$ cat config.mk
export PLATFORM = sky130hd
export DESIGN_NAME = csdm_queue
export DESIGN_NICKNAME = d
export VERILOG_FILES = /design/src/rtl/csdm_pkg.sv /design/src/rtl/csdm_queue.sv
export SDC_FILE = /design/constraint.sdc
export NUM_CORES = 1
export LEC_CHECK = 0
export BUFFER_PORTS_ARGS = -buffer_cell sky130_fd_sc_hd__buf_2
export CORE_ASPECT_RATIO = 1.2
export CORE_UTILIZATION = 31
export DETAILED_ROUTE_END_ITERATION = 6
export SLEW_MARGIN = 20
export SYNTH_ARGS = -nofsm -noshare
export SYNTH_HDL_FRONTEND = slang
export SYNTH_SLANG_ARGS = --single-unit
$ cat constraint.sdc
create_clock -name clock -period 6.9 [get_ports clock]
set_input_delay 0.69 -clock clock [delete_from_list [all_inputs] [get_ports clock]]
set_output_delay 0.69 -clock clock [all_outputs]
set_load 0.005 [all_outputs]
$ cat src/rtl/csdm_pkg.sv
package csdm_pkg;

   localparam int ANG_FRAC = 20;
   localparam int QUO_W    = ANG_FRAC + 1;
   localparam int THETA_W  = ANG_FRAC + 3;
   localparam int Q30_W    = 31;
   localparam int CW       = 34;
   localparam int OUT_W    = 16;

   localparam logic [29:0] GAIN_INV = 30'd652032874;
   localparam logic signed [OUT_W-1:0] OUT_MAX = 16'sd16384;

   typedef enum logic [1:0] {
      REGION_EAST, REGION_NORTH, REGION_WEST, REGION_SOUTH
   } region_type;

   typedef enum logic [1:0] {
      QUAD_ZERO, QUAD_ONE, QUAD_TWO, QUAD_THREE
   } quarter_type;

   // One classified item handed from the front part to the back part.
   typedef struct packed {
      logic              origin;
      quarter_type       quad;
      logic [QUO_W-1:0]  resid;
      logic [Q30_W-1:0]  r_q30;
   } front_item_type;

   // Arctangent of 2^-i in radians, Q30, truncated.
   function automatic logic [29:0] atan_q30(input logic [4:0] idx);
      logic [29:0] a;
      case (idx)
         5'd0:  a = 30'h3243F6A8;
         5'd1:  a = 30'h1DAC6705;
         5'd2:  a = 30'h0FADBAFC;
         5'd3:  a = 30'h07F56EA6;
         5'd4:  a = 30'h03FEAB76;
         5'd5:  a = 30'h01FFD55B;
         5'd6:  a = 30'h00FFFAAA;
         5'd7:  a = 30'h007FFF55;
         5'd8:  a = 30'h003FFFEA;
         5'd9:  a = 30'h001FFFFD;
         5'd10: a = 30'h000FFFFF;
         5'd11: a = 30'h0007FFFF;
         5'd12: a = 30'h0003FFFF;
         5'd13: a = 30'h0001FFFF;
         5'd14: a = 30'h0000FFFF;
         5'd15: a = 30'h00007FFF;
         5'd16: a = 30'h00003FFF;
         5'd17: a = 30'h00001FFF;
         5'd18: a = 30'h00000FFF;
         5'd19: a = 30'h000007FF;
         5'd20: a = 30'h000003FF;
         5'd21: a = 30'h000001FF;
         5'd22: a = 30'h000000FF;
         5'd23: a = 30'h0000007F;
         5'd24: a = 30'h0000003F;
         5'd25: a = 30'h0000001F;
         5'd26: a = 30'h0000000F;
         5'd27: a = 30'h00000008;
         5'd28: a = 30'h00000004;
         5'd29: a = 30'h00000002;
         5'd30: a = 30'h00000001;
         default: a = 30'h00000000;
      endcase
      return a;
   endfunction

endpackage

$ cat src/rtl/csdm_queue.sv
module csdm_queue (
   input  logic                     clock,
   input  logic                     reset,
   input  logic                     push,
   input  csdm_pkg::front_item_type push_item,
   output logic                     full,
   input  logic                     pop,
   output logic                     head_valid,
   output csdm_pkg::front_item_type head_item
);
   import csdm_pkg::*;

   logic           hv_ff, tv_ff;
   logic           hv_in, tv_in;
   front_item_type head_ff, tail_ff;

   // Two-entry queue; pop implies the head is valid, push implies not full.
   always_comb begin
      hv_in = hv_ff;
      tv_in = tv_ff;
      if (pop) begin
         hv_in = tv_ff || push;
         tv_in = 1'b0;
      end else if (push) begin
         hv_in = 1'b1;
         tv_in = hv_ff;
      end
   end

   always_ff @(posedge clock) begin
      if (reset) begin
         hv_ff <= 1'b0;
         tv_ff <= 1'b0;
      end else begin
         hv_ff <= hv_in;
         tv_ff <= tv_in;
      end
   end

   always_ff @(posedge clock) begin
      if (pop) begin
         head_ff <= tv_ff ? tail_ff : push_item;
      end else if (push && !hv_ff) begin
         head_ff <= push_item;
      end
      if (push && hv_ff && !pop) begin
         tail_ff <= push_item;
      end
   end

   assign full       = tv_ff;
   assign head_valid = hv_ff;
   assign head_item  = head_ff;

endmodule

==> flow_summary.ini <==
[grt]
gr-total-overflow = 0
grt_start_max_net_pins = 57
antenna_found_initial = 0
gr-usage-all-layers_pct = 10.8
grt_pass1_wl_um = 11000
grt_pass1_vias = 2071

[setup_path]
cp.depth = 3
r2r_setup_slack_ns = 4.88
path_delay_family = simple AND/OR/NAND/NOR gates
path_class = reg2reg
startpoint_type = register
worst_path_max_delay_cell = nor2_4
r2r_cells = 3
worst-path-buf-inv = 1
crit_path_end_kind = register
worstPathCellList = nand2_1 > nor2_4 > buf_4
crit_fanout = 31
arrival_ns = 2.01
worstPathRequired_ns = 6.89
crit_start = head_valid
critPathMaxStageDelay_ns = 0.55
r2r-start = head_valid

[cells_and_area]
design_area_sq_um = 5260
syn2layout_area_growth_pct = 24.6
num_antenna_cells = 0
final_cell_mix = buf_2, edfxtp_1, mux2_4, mux2_2, clkbuf_16
final_common_cell = buf_2
final_core_util_pct = 39.7
nNetsFinal = 363
layoutNonFillerInstCount = 477
drive_above_1_share_pct = 61.5

[sta]
fin_skew_ns = 0.00645
setup_tns_ns = 0
hold_ws_ns = 0.523
rsz0062_at_grt = no
final.min_clock_period_ns = 2.02
max-slew-margin-rel_pct = 33.8
max_freq_mhz = 495
tightestPinTransition_ns = 0.993
finalHoldViolCount = 0
min_period_over_period_pct = 29.3
setup_viol = 0
drv_slew = 0

[routing]
wl_per_cell_um = 15.0
via_count = 2051
ant_nets = 0
drc = 0
dr.first_iter.drc_count = 74
routed_wl_um = 7140
drt-pass1-iter-count = 4
via_per_inst = 4.30

[synthesis]
postSynthAreaPerCell_sq_um = 23.2
synthesis.nets = 241
synth_top_family_by_area = multiplexers
yosysUniqueCellTypes = 13
muxShareOfSynthArea_pct = 18.1
synthAdderAreaFrac_pct = 0
yosysWarnings = 0
yosysSeqAreaShare_pct = 79.2
netlist_area_sq_um = 4220
synth_compound_area_share_pct = 0.504
synth-simple-area-share_pct = 0.563
synthCells = 182
synth-xor-area-share_pct = 0
synth-seq-cells = 112

[pwr]
ir_drop_v = 0.000101
p_leak_nw = 2.14
powerDensity_nw_per_um2 = 260

[clocking]
cts_tree = yes
ctsResizeCount = 0
cts_setup_buffers = 0
cts-buffers-inserted = 9
cts_root_buffer = clkbuf_16
cts_max_level = 3
hold_buffers = 0
clock_latency_ns = 0.34
clk_pin_slew_ns = 0.07
clk_path_buf_depth = 2
cts.sinks = 112

[outcome]
outcome = finished, final reports clean

[floorplanning]
dieArea_sq_um = 14100
rows = 46
coreArea_sq_um = 13200
start_util_pct = 31.9
pin_count = 116
die_h_um = 130
fp.dieW_um = 108

[placed_design]
dp.cells = 461
place.port_buffers = 115
routabilityCongestion = 0.637
placed_area_sq_um = 4980
place_hpwl_um = 4750

[hold_path]
hold_path.class = in2reg
min-delay-start = reset
min_path_cells = 2

[run]
drv_cap = 0
## worst reg2reg max path, cell delays in order (launching register included)
cell,delay (ns)
dfxtp_1,0.42
nand2_1,0.15
nor2_4,0.55
buf_4,0.53
## power by group
group / switching (W) / internal, W
clock: 0.000233 / 0.000247
sequential: 0.00000908 / 0.000785
combinational: 0.0000416 / 0.0000510
## state kept, by name, summed over array words and instances (netlist names)
signal	count
full	1
head_item	55
head_valid	1
tail_ff	55
## Yosys cell counts
master    number  share of area [%]
nor2_1         1              0.089
nand2b_1       2               0.30
buf_6          5                1.3
a31oi_1        1               0.15
buf_2          1               0.12
o21bai_1       1               0.18
dfxtp_1        2               0.95
mux2_4        39                 14
nand2_1        2               0.18
edfxtp_1     110                 78
mux2_2        16                4.3
a211oi_1       1               0.18
inv_1          1              0.089
## path summary, 6_finish.rpt
| path | endpoint |
|---|---|
| max reg2reg | tail_ff[9] |
| max | tail_ff[9] |
| min | head_valid |
| min reg2reg | head_item[24] |
## through the flow
step	worst slack (ns)	power (W)
global route	4.69	0.00143
floorplan	3.13	0.000851
CTS	4.81	0.00139
detailed placement	4.47	0.000905
global placement	4.52	0.000902
finish	4.88	0.00137
## area by class of cell
type | instances | area, sq um
clock buffer | 10 | 229
fill | 1241 | 7980
inverter | 1 | 3.75
clock inverter | 6 | 45.0
timing repair buffer | 117 | 591
tap | 168 | 210
sequential | 112 | 3340
multi-input combinational | 63 | 837
## cells by family after synthesis
family	count (synthesis)
flip-flops	112
multiplexers	55
buffers and inverters	7
AND/OR/NAND/NOR	5
AO/OA/AOI/OAI	3
## layer usage
| layer | track usage (%) | wire, um | vias to the layer above |
|---|---|---|---|
| met5 | 0 | 0 | - |
| met4 | 5.96 | 153 | 0 |
| met3 | 2.85 | 450 | 10 |
| met2 | 16.8 | 3390 | 80 |
| met1 | 13.6 | 3140 | 993 |
| li1 | - | - | 968 |
Note: power is estimated with default switching activity, not from simulation.
