[config.mk]
export PLATFORM = sky130hd
export DESIGN_NAME = csdm_front
export DESIGN_NICKNAME = d
export VERILOG_FILES = /design/src/rtl/csdm_pkg.sv /design/src/rtl/csdm_front.sv
export SDC_FILE = /design/constraint.sdc
export NUM_CORES = 2
export LEC_CHECK = 0
export BUFFER_PORTS_ARGS = -buffer_cell sky130_fd_sc_hd__buf_2
export CORE_MARGIN = 5
export CORE_UTILIZATION = 40
export DETAILED_ROUTE_END_ITERATION = 10
export GPL_ROUTABILITY_DRIVEN = 1
export GPL_TIMING_DRIVEN = 1
export HOLD_SLACK_MARGIN = 0.08
export PLACE_DENSITY = 0.55
export SLEW_MARGIN = 20
export SYNTH_ARGS = -nofsm -noshare
export SYNTH_HDL_FRONTEND = slang
export SYNTH_SLANG_ARGS = --single-unit
[constraint.sdc]
create_clock -name clock -period 62.8 [get_ports clock]
set_input_delay 3.14 -clock clock [delete_from_list [all_inputs] [get_ports clock]]
set_output_delay 3.14 -clock clock [all_outputs]
set_load 0.01 [all_outputs]
[src/rtl/csdm_pkg.sv]
package csdm_pkg;

   localparam int ANG_FRAC = 20;
   localparam int QUO_W    = ANG_FRAC + 1;
   localparam int THETA_W  = ANG_FRAC + 3;
   localparam int Q30_W    = 31;
   localparam int CW       = 34;
   localparam int OUT_W    = 16;

   localparam logic [29:0] GAIN_INV = 30'd652032874;
   localparam logic signed [OUT_W-1:0] OUT_MAX = 16'sd16384;

   typedef enum logic [1:0] {
      REGION_EAST, REGION_NORTH, REGION_WEST, REGION_SOUTH
   } region_type;

   typedef enum logic [1:0] {
      QUAD_ZERO, QUAD_ONE, QUAD_TWO, QUAD_THREE
   } quarter_type;

   // One classified item handed from the front part to the back part.
   typedef struct packed {
      logic              origin;
      quarter_type       quad;
      logic [QUO_W-1:0]  resid;
      logic [Q30_W-1:0]  r_q30;
   } front_item_type;

   // Arctangent of 2^-i in radians, Q30, truncated.
   function automatic logic [29:0] atan_q30(input logic [4:0] idx);
      logic [29:0] a;
      case (idx)
         5'd0:  a = 30'h3243F6A8;
         5'd1:  a = 30'h1DAC6705;
         5'd2:  a = 30'h0FADBAFC;
         5'd3:  a = 30'h07F56EA6;
         5'd4:  a = 30'h03FEAB76;
         5'd5:  a = 30'h01FFD55B;
         5'd6:  a = 30'h00FFFAAA;
         5'd7:  a = 30'h007FFF55;
         5'd8:  a = 30'h003FFFEA;
         5'd9:  a = 30'h001FFFFD;
         5'd10: a = 30'h000FFFFF;
         5'd11: a = 30'h0007FFFF;
         5'd12: a = 30'h0003FFFF;
         5'd13: a = 30'h0001FFFF;
         5'd14: a = 30'h0000FFFF;
         5'd15: a = 30'h00007FFF;
         5'd16: a = 30'h00003FFF;
         5'd17: a = 30'h00001FFF;
         5'd18: a = 30'h00000FFF;
         5'd19: a = 30'h000007FF;
         5'd20: a = 30'h000003FF;
         5'd21: a = 30'h000001FF;
         5'd22: a = 30'h000000FF;
         5'd23: a = 30'h0000007F;
         5'd24: a = 30'h0000003F;
         5'd25: a = 30'h0000001F;
         5'd26: a = 30'h0000000F;
         5'd27: a = 30'h00000008;
         5'd28: a = 30'h00000004;
         5'd29: a = 30'h00000002;
         5'd30: a = 30'h00000001;
         default: a = 30'h00000000;
      endcase
      return a;
   endfunction

endpackage

[src/rtl/csdm_front.sv]
module csdm_front #(
   parameter int FRAC_BITS = 16
) (
   input  logic                     clock,
   input  logic                     reset,
   input  logic                     in_valid,
   output logic                     in_ready,
   input  logic [FRAC_BITS-1:0]     u_first,
   input  logic [FRAC_BITS-1:0]     u_second,
   input  logic                     q_full,
   output logic                     q_push,
   output csdm_pkg::front_item_type q_item
);
   import csdm_pkg::*;

   localparam int F = FRAC_BITS;
   localparam logic [F+1:0] ONE = {2'b01, {F{1'b0}}};

   logic signed [F+1:0] sx, sy, ssum, r_full, minor;
   logic                origin, neg;
   region_type          region;
   logic                en;

   logic               vld_ff [0:QUO_W];
   logic               org_ff [0:QUO_W];
   logic               neg_ff [0:QUO_W];
   region_type         reg_ff [0:QUO_W];
   logic [F:0]         dvs_ff [0:QUO_W];
   logic [F+1:0]       rem_ff [0:QUO_W];
   logic [QUO_W-1:0]   quo_ff [0:QUO_W];

   logic [THETA_W-1:0] theta;
   logic [Q30_W-1:0]   r_q30;

   // Shift to [-1,1] and pick the wedge.
   always_comb begin
      sx     = $signed({1'b0, u_first, 1'b0}) - $signed(ONE);
      sy     = $signed({1'b0, u_second, 1'b0}) - $signed(ONE);
      ssum   = sx + sy;
      origin = (sx == '0) && (sy == '0);
      if (!ssum[F+1]) begin
         region = (sx > sy) ? REGION_EAST : REGION_NORTH;
      end else begin
         region = (sx <= sy) ? REGION_WEST : REGION_SOUTH;
      end
      unique case (region)
         REGION_EAST: begin
            r_full = sx;  minor = sy; neg = sy[F+1];
         end
         REGION_NORTH: begin
            r_full = sy;  minor = sx; neg = !sx[F+1] && (sx != '0);
         end
         REGION_WEST: begin
            r_full = -sx; minor = sy; neg = !sy[F+1] && (sy != '0);
         end
         default: begin
            r_full = -sy; minor = sx; neg = sx[F+1];
         end
      endcase
   end

   assign en       = !vld_ff[QUO_W] || !q_full;
   assign in_ready = en;

   always_ff @(posedge clock) begin
      if (reset) begin
         vld_ff[0] <= 1'b0;
      end else if (en) begin
         vld_ff[0] <= in_valid;
      end
   end

   always_ff @(posedge clock) begin
      if (en) begin
         org_ff[0] <= origin;
         neg_ff[0] <= neg;
         reg_ff[0] <= region;
         dvs_ff[0] <= r_full[F:0];
         rem_ff[0] <= minor[F+1] ? -minor : minor;
         quo_ff[0] <= '0;
      end
   end

   // Restoring division, one quotient bit per stage.
   for (genvar j = 0; j < QUO_W; j++) begin : g_div
      logic [F+1:0] trial;
      logic         ge;
      always_comb begin
         trial = (j == 0) ? rem_ff[j] : {rem_ff[j][F:0], 1'b0};
         ge    = trial >= {1'b0, dvs_ff[j]};
      end
      always_ff @(posedge clock) begin
         if (reset) begin
            vld_ff[j+1] <= 1'b0;
         end else if (en) begin
            vld_ff[j+1] <= vld_ff[j];
         end
      end
      always_ff @(posedge clock) begin
         if (en) begin
            org_ff[j+1] <= org_ff[j];
            neg_ff[j+1] <= neg_ff[j];
            reg_ff[j+1] <= reg_ff[j];
            dvs_ff[j+1] <= dvs_ff[j];
            rem_ff[j+1] <= ge ? trial - {1'b0, dvs_ff[j]} : trial;
            quo_ff[j+1] <= {quo_ff[j][QUO_W-2:0], ge};
         end
      end
   end

   // Angle in eighth-turns modulo eight: wedge offset plus or minus the quotient.
   always_comb begin
      theta = {reg_ff[QUO_W], {(THETA_W-2){1'b0}}}
            + (neg_ff[QUO_W] ? -THETA_W'(quo_ff[QUO_W]) : THETA_W'(quo_ff[QUO_W]));
   end

   if (F <= 30) begin : g_up
      assign r_q30 = Q30_W'(dvs_ff[QUO_W]) << (30 - F);
   end else begin : g_down
      assign r_q30 = Q30_W'(dvs_ff[QUO_W] >> (F - 30));
   end

   assign q_push        = vld_ff[QUO_W] && !q_full;
   assign q_item.origin = org_ff[QUO_W];
   assign q_item.quad   = quarter_type'(theta[THETA_W-1:THETA_W-2]);
   assign q_item.resid  = theta[QUO_W-1:0];
   assign q_item.r_q30  = r_q30;

endmodule

==> metrics.cfg <==
[hold_path]
hold_path_class=reg2reg
hold_path_depth=0

[global_route]
grt_max_degree=189
grt_pass1_wl_um=172000
grt-ovfl-total=0
grt_pass1_vias=32600
grtUsageTotal_pct=14.8
antenna_found_initial=0

[worst_setup_path]
critPathSlowestCell=or4b_2
crit_buf_inv=4
cp.arrival_ps=7830
crit_family=compound AO/OA/AOI/OAI gates
max_stage_delay_ps=630
crit_type=in2reg
critPathRequiredTime_ps=63260
crit_chain=buf_2, inv_1, ha_1, inv_1, a21oi_1, o21bai_1, a21oi_1, nor2_1, o311a_1, or4b_2, o22a_1, ha_1, buf_4, mux2i_1, ha_1, nand2_1, or2_2, o31ai_1, nand2_1, a21oi_1, xor2_1
start_kind=input pin
crit_cells=21
cp-end-kind=register
reg2reg_depth=5
critPathMaxFanout=38

[floorplan]
dieArea_mm2=0.142
die_y_um=377
io_pins=93
initial_core_util_pct=40.3
core_area_mm2=0.133
placementRows=134
dieWidth_um=377

[power]
p_total_uw=3580
power.density_mw_per_mm2=59.8
power.leakage_uw=0.0240
ir_worst_vdd_v=0.0000337

[clock_tree]
cts_hold_buf=0
cts_resized=0
cts-buffers-inserted=114
cts_buffer_depth=3
post_cts_buffers=0
cts_tree=built
cts.sinks=1030
root_buffer=clkbuf_16
h-tree-depth=3
path_clk_slew_ps=60
clk_latency_ps=710

[synth]
ys_ff_latch=1030
ys_seq_area_share_pct=57.6
synthXorXnorAreaFrac_pct=4.12
synth_cell_types=86
synth_top_area_cell=edfxtp_1
async_reset_ff_share_pct=0
synth_top_area_share_pct=57.6
synthSimpleGateAreaFrac_pct=9.62
synth_edf_count=1030
yosys_most_used_dff=edfxtp_1
yosys_warnings=0
synth-compound-area-share_pct=13.3
synth_most_common_cell=edfxtp_1
syn_inst=4581
synthTopCellsByArea=edfxtp_1 (58%), ha_1 (8.8%), inv_1 (3.3%)
synth_top_family_by_area=compound AO/OA/AOI/OAI gates
avgSynthCellArea_um2=11.7
syn_area_mm2=0.0537
synthMuxAreaShare_pct=1.49
synth_commonest_cells=edfxtp_1 (1030), inv_1 (472), ha_1 (377)
synthAdderAreaFrac_pct=9.49

[timing]
slew_viol_final=0
hold_viol=0
maxSlewHeadroom_pct=27.2
rsz0062_at_grt=false
final.period_utilization_pct=11.7
clock_skew_ps=61.9
min_period_ps=7370
setup_viol=0
fmax_mhz=136
final.setup.tns_ps=0
worst_pin_slew_ps=1090

[placed_design]
place_area_mm2=0.0560
place.gp.congestion=0.814
post-dp-hpwl_um=76100
portBuffers=77

[finish]
syn_to_final_growth_pct=11.4
drive_above_1_share_pct=7.62
layout.nets=5127
post-route-util_pct=44.9
design_area_mm2=0.0599

[routing]
dr.pass1.iters=5
wl_per_cell_um=16.1
finalWirelength_um=106000
drt_iter0_drc=2001
ant_nets=0
viasPerCell=5.07
vias=33300
drc=0

[outcome]
status=finished clean

[run]
drv_cap=0

[per-stage QoR]
stage / hold slack (ps) / setup slack, ps / cells
after floorplan: 400 / 35340 / 4596
after global placement: 400 / 54730 / 6347
after detailed placement: 405 / 54730 / 6347
after CTS: 396 / 55540 / 6560
after global routing: 409 / 55050 / 6560
final: 403 / 55430 / 6562
[layout by cell type (no fill, tap or decap), types with 36 or more instances in the layout]
cell | Yosys | final
o31ai_1 | 45 | 45
mux2_2 | 46 | 46
a31oi_1 | 36 | 36
xnor2_1 | 145 | 145
inv_1 | 472 | 472
ha_1 | 377 | 377
nor2b_1 | 51 | 51
nand3_1 | 79 | 79
xor2_1 | 108 | 108
o21ai_0 | 314 | 314
nor2_1 | 315 | 315
clkbuf_16 | 0 | 114
buf_2 | 17 | 77
a21oi_1 | 317 | 317
nand2b_1 | 67 | 67
edfxtp_1 | 1030 | 1030
nand2_1 | 328 | 327
a211oi_1 | 46 | 46
nor3_1 | 79 | 79
a21o_1 | 93 | 93
o21a_1 | 70 | 70
[layout make-up]
type	count	area, µm²
Antenna cell	2	5.00
Clock buffer	134	2930
Clock inverter	79	946
Fill cell	12300	73600
Inverter	480	1800
Multi-Input combinational cell	2972	20500
Sequential cell	1030	30900
Tap cell	1768	2210
Timing Repair Buffer	97	552
[cell families (layout without fill, tap and decap cells)]
kind of cell	Yosys count	after routing
and+or+nand+nor	1094	1094
AOI/OAI and AO/OA	1139	1139
DFF	1030	1030
muxes	74	74
buffers and inverters	594	790
adders and majority gates	396	396
other	1	18
xor gates and xnor gates	253	253
[report_power, final]
part | leakage (µW) | internal, µW | total, µW | switching, µW
Sequential | 0.0110 | 1150 | 1300 | 149
Clock | 0.00189 | 408 | 683 | 275
Combinational | 0.0112 | 690 | 1590 | 904
[path summary, 6_finish.rpt]
kind	startpoint	to	slack, ps
worst min-delay path	quo_ff[5][2]$_DFFE_PN_	quo_ff[5][24]$_DFFE_PN_	400
worst max-delay path	u_second[1]	rem_ff[0][15]$_DFFE_PN_	55430
worst max register to register	vld_ff[2][5]$_DFFE_PP_	dvs_ff[4][15]$_DFFE_PN_	58520
worst min register to register	quo_ff[5][2]$_DFFE_PN_	quo_ff[5][24]$_DFFE_PN_	400
[routing by layer]
| layer | GRT usage (%) | routed length [µm] |
|---|---|---|
| met5 | 0 | 0 |
| met4 | 4.09 | 2250 |
| met3 | 2.15 | 3600 |
| met2 | 25.2 | 51200 |
| met1 | 19.7 | 48700 |
[state kept, by name, summed over array words and instances (netlist names)]
signal / cells
dvs_ff: 352
reg_ff: 44
vld_ff: 22
rem_ff: 337
neg_ff: 22
org_ff: 22
quo_ff: 231
(Power assumes the default switching activity.)
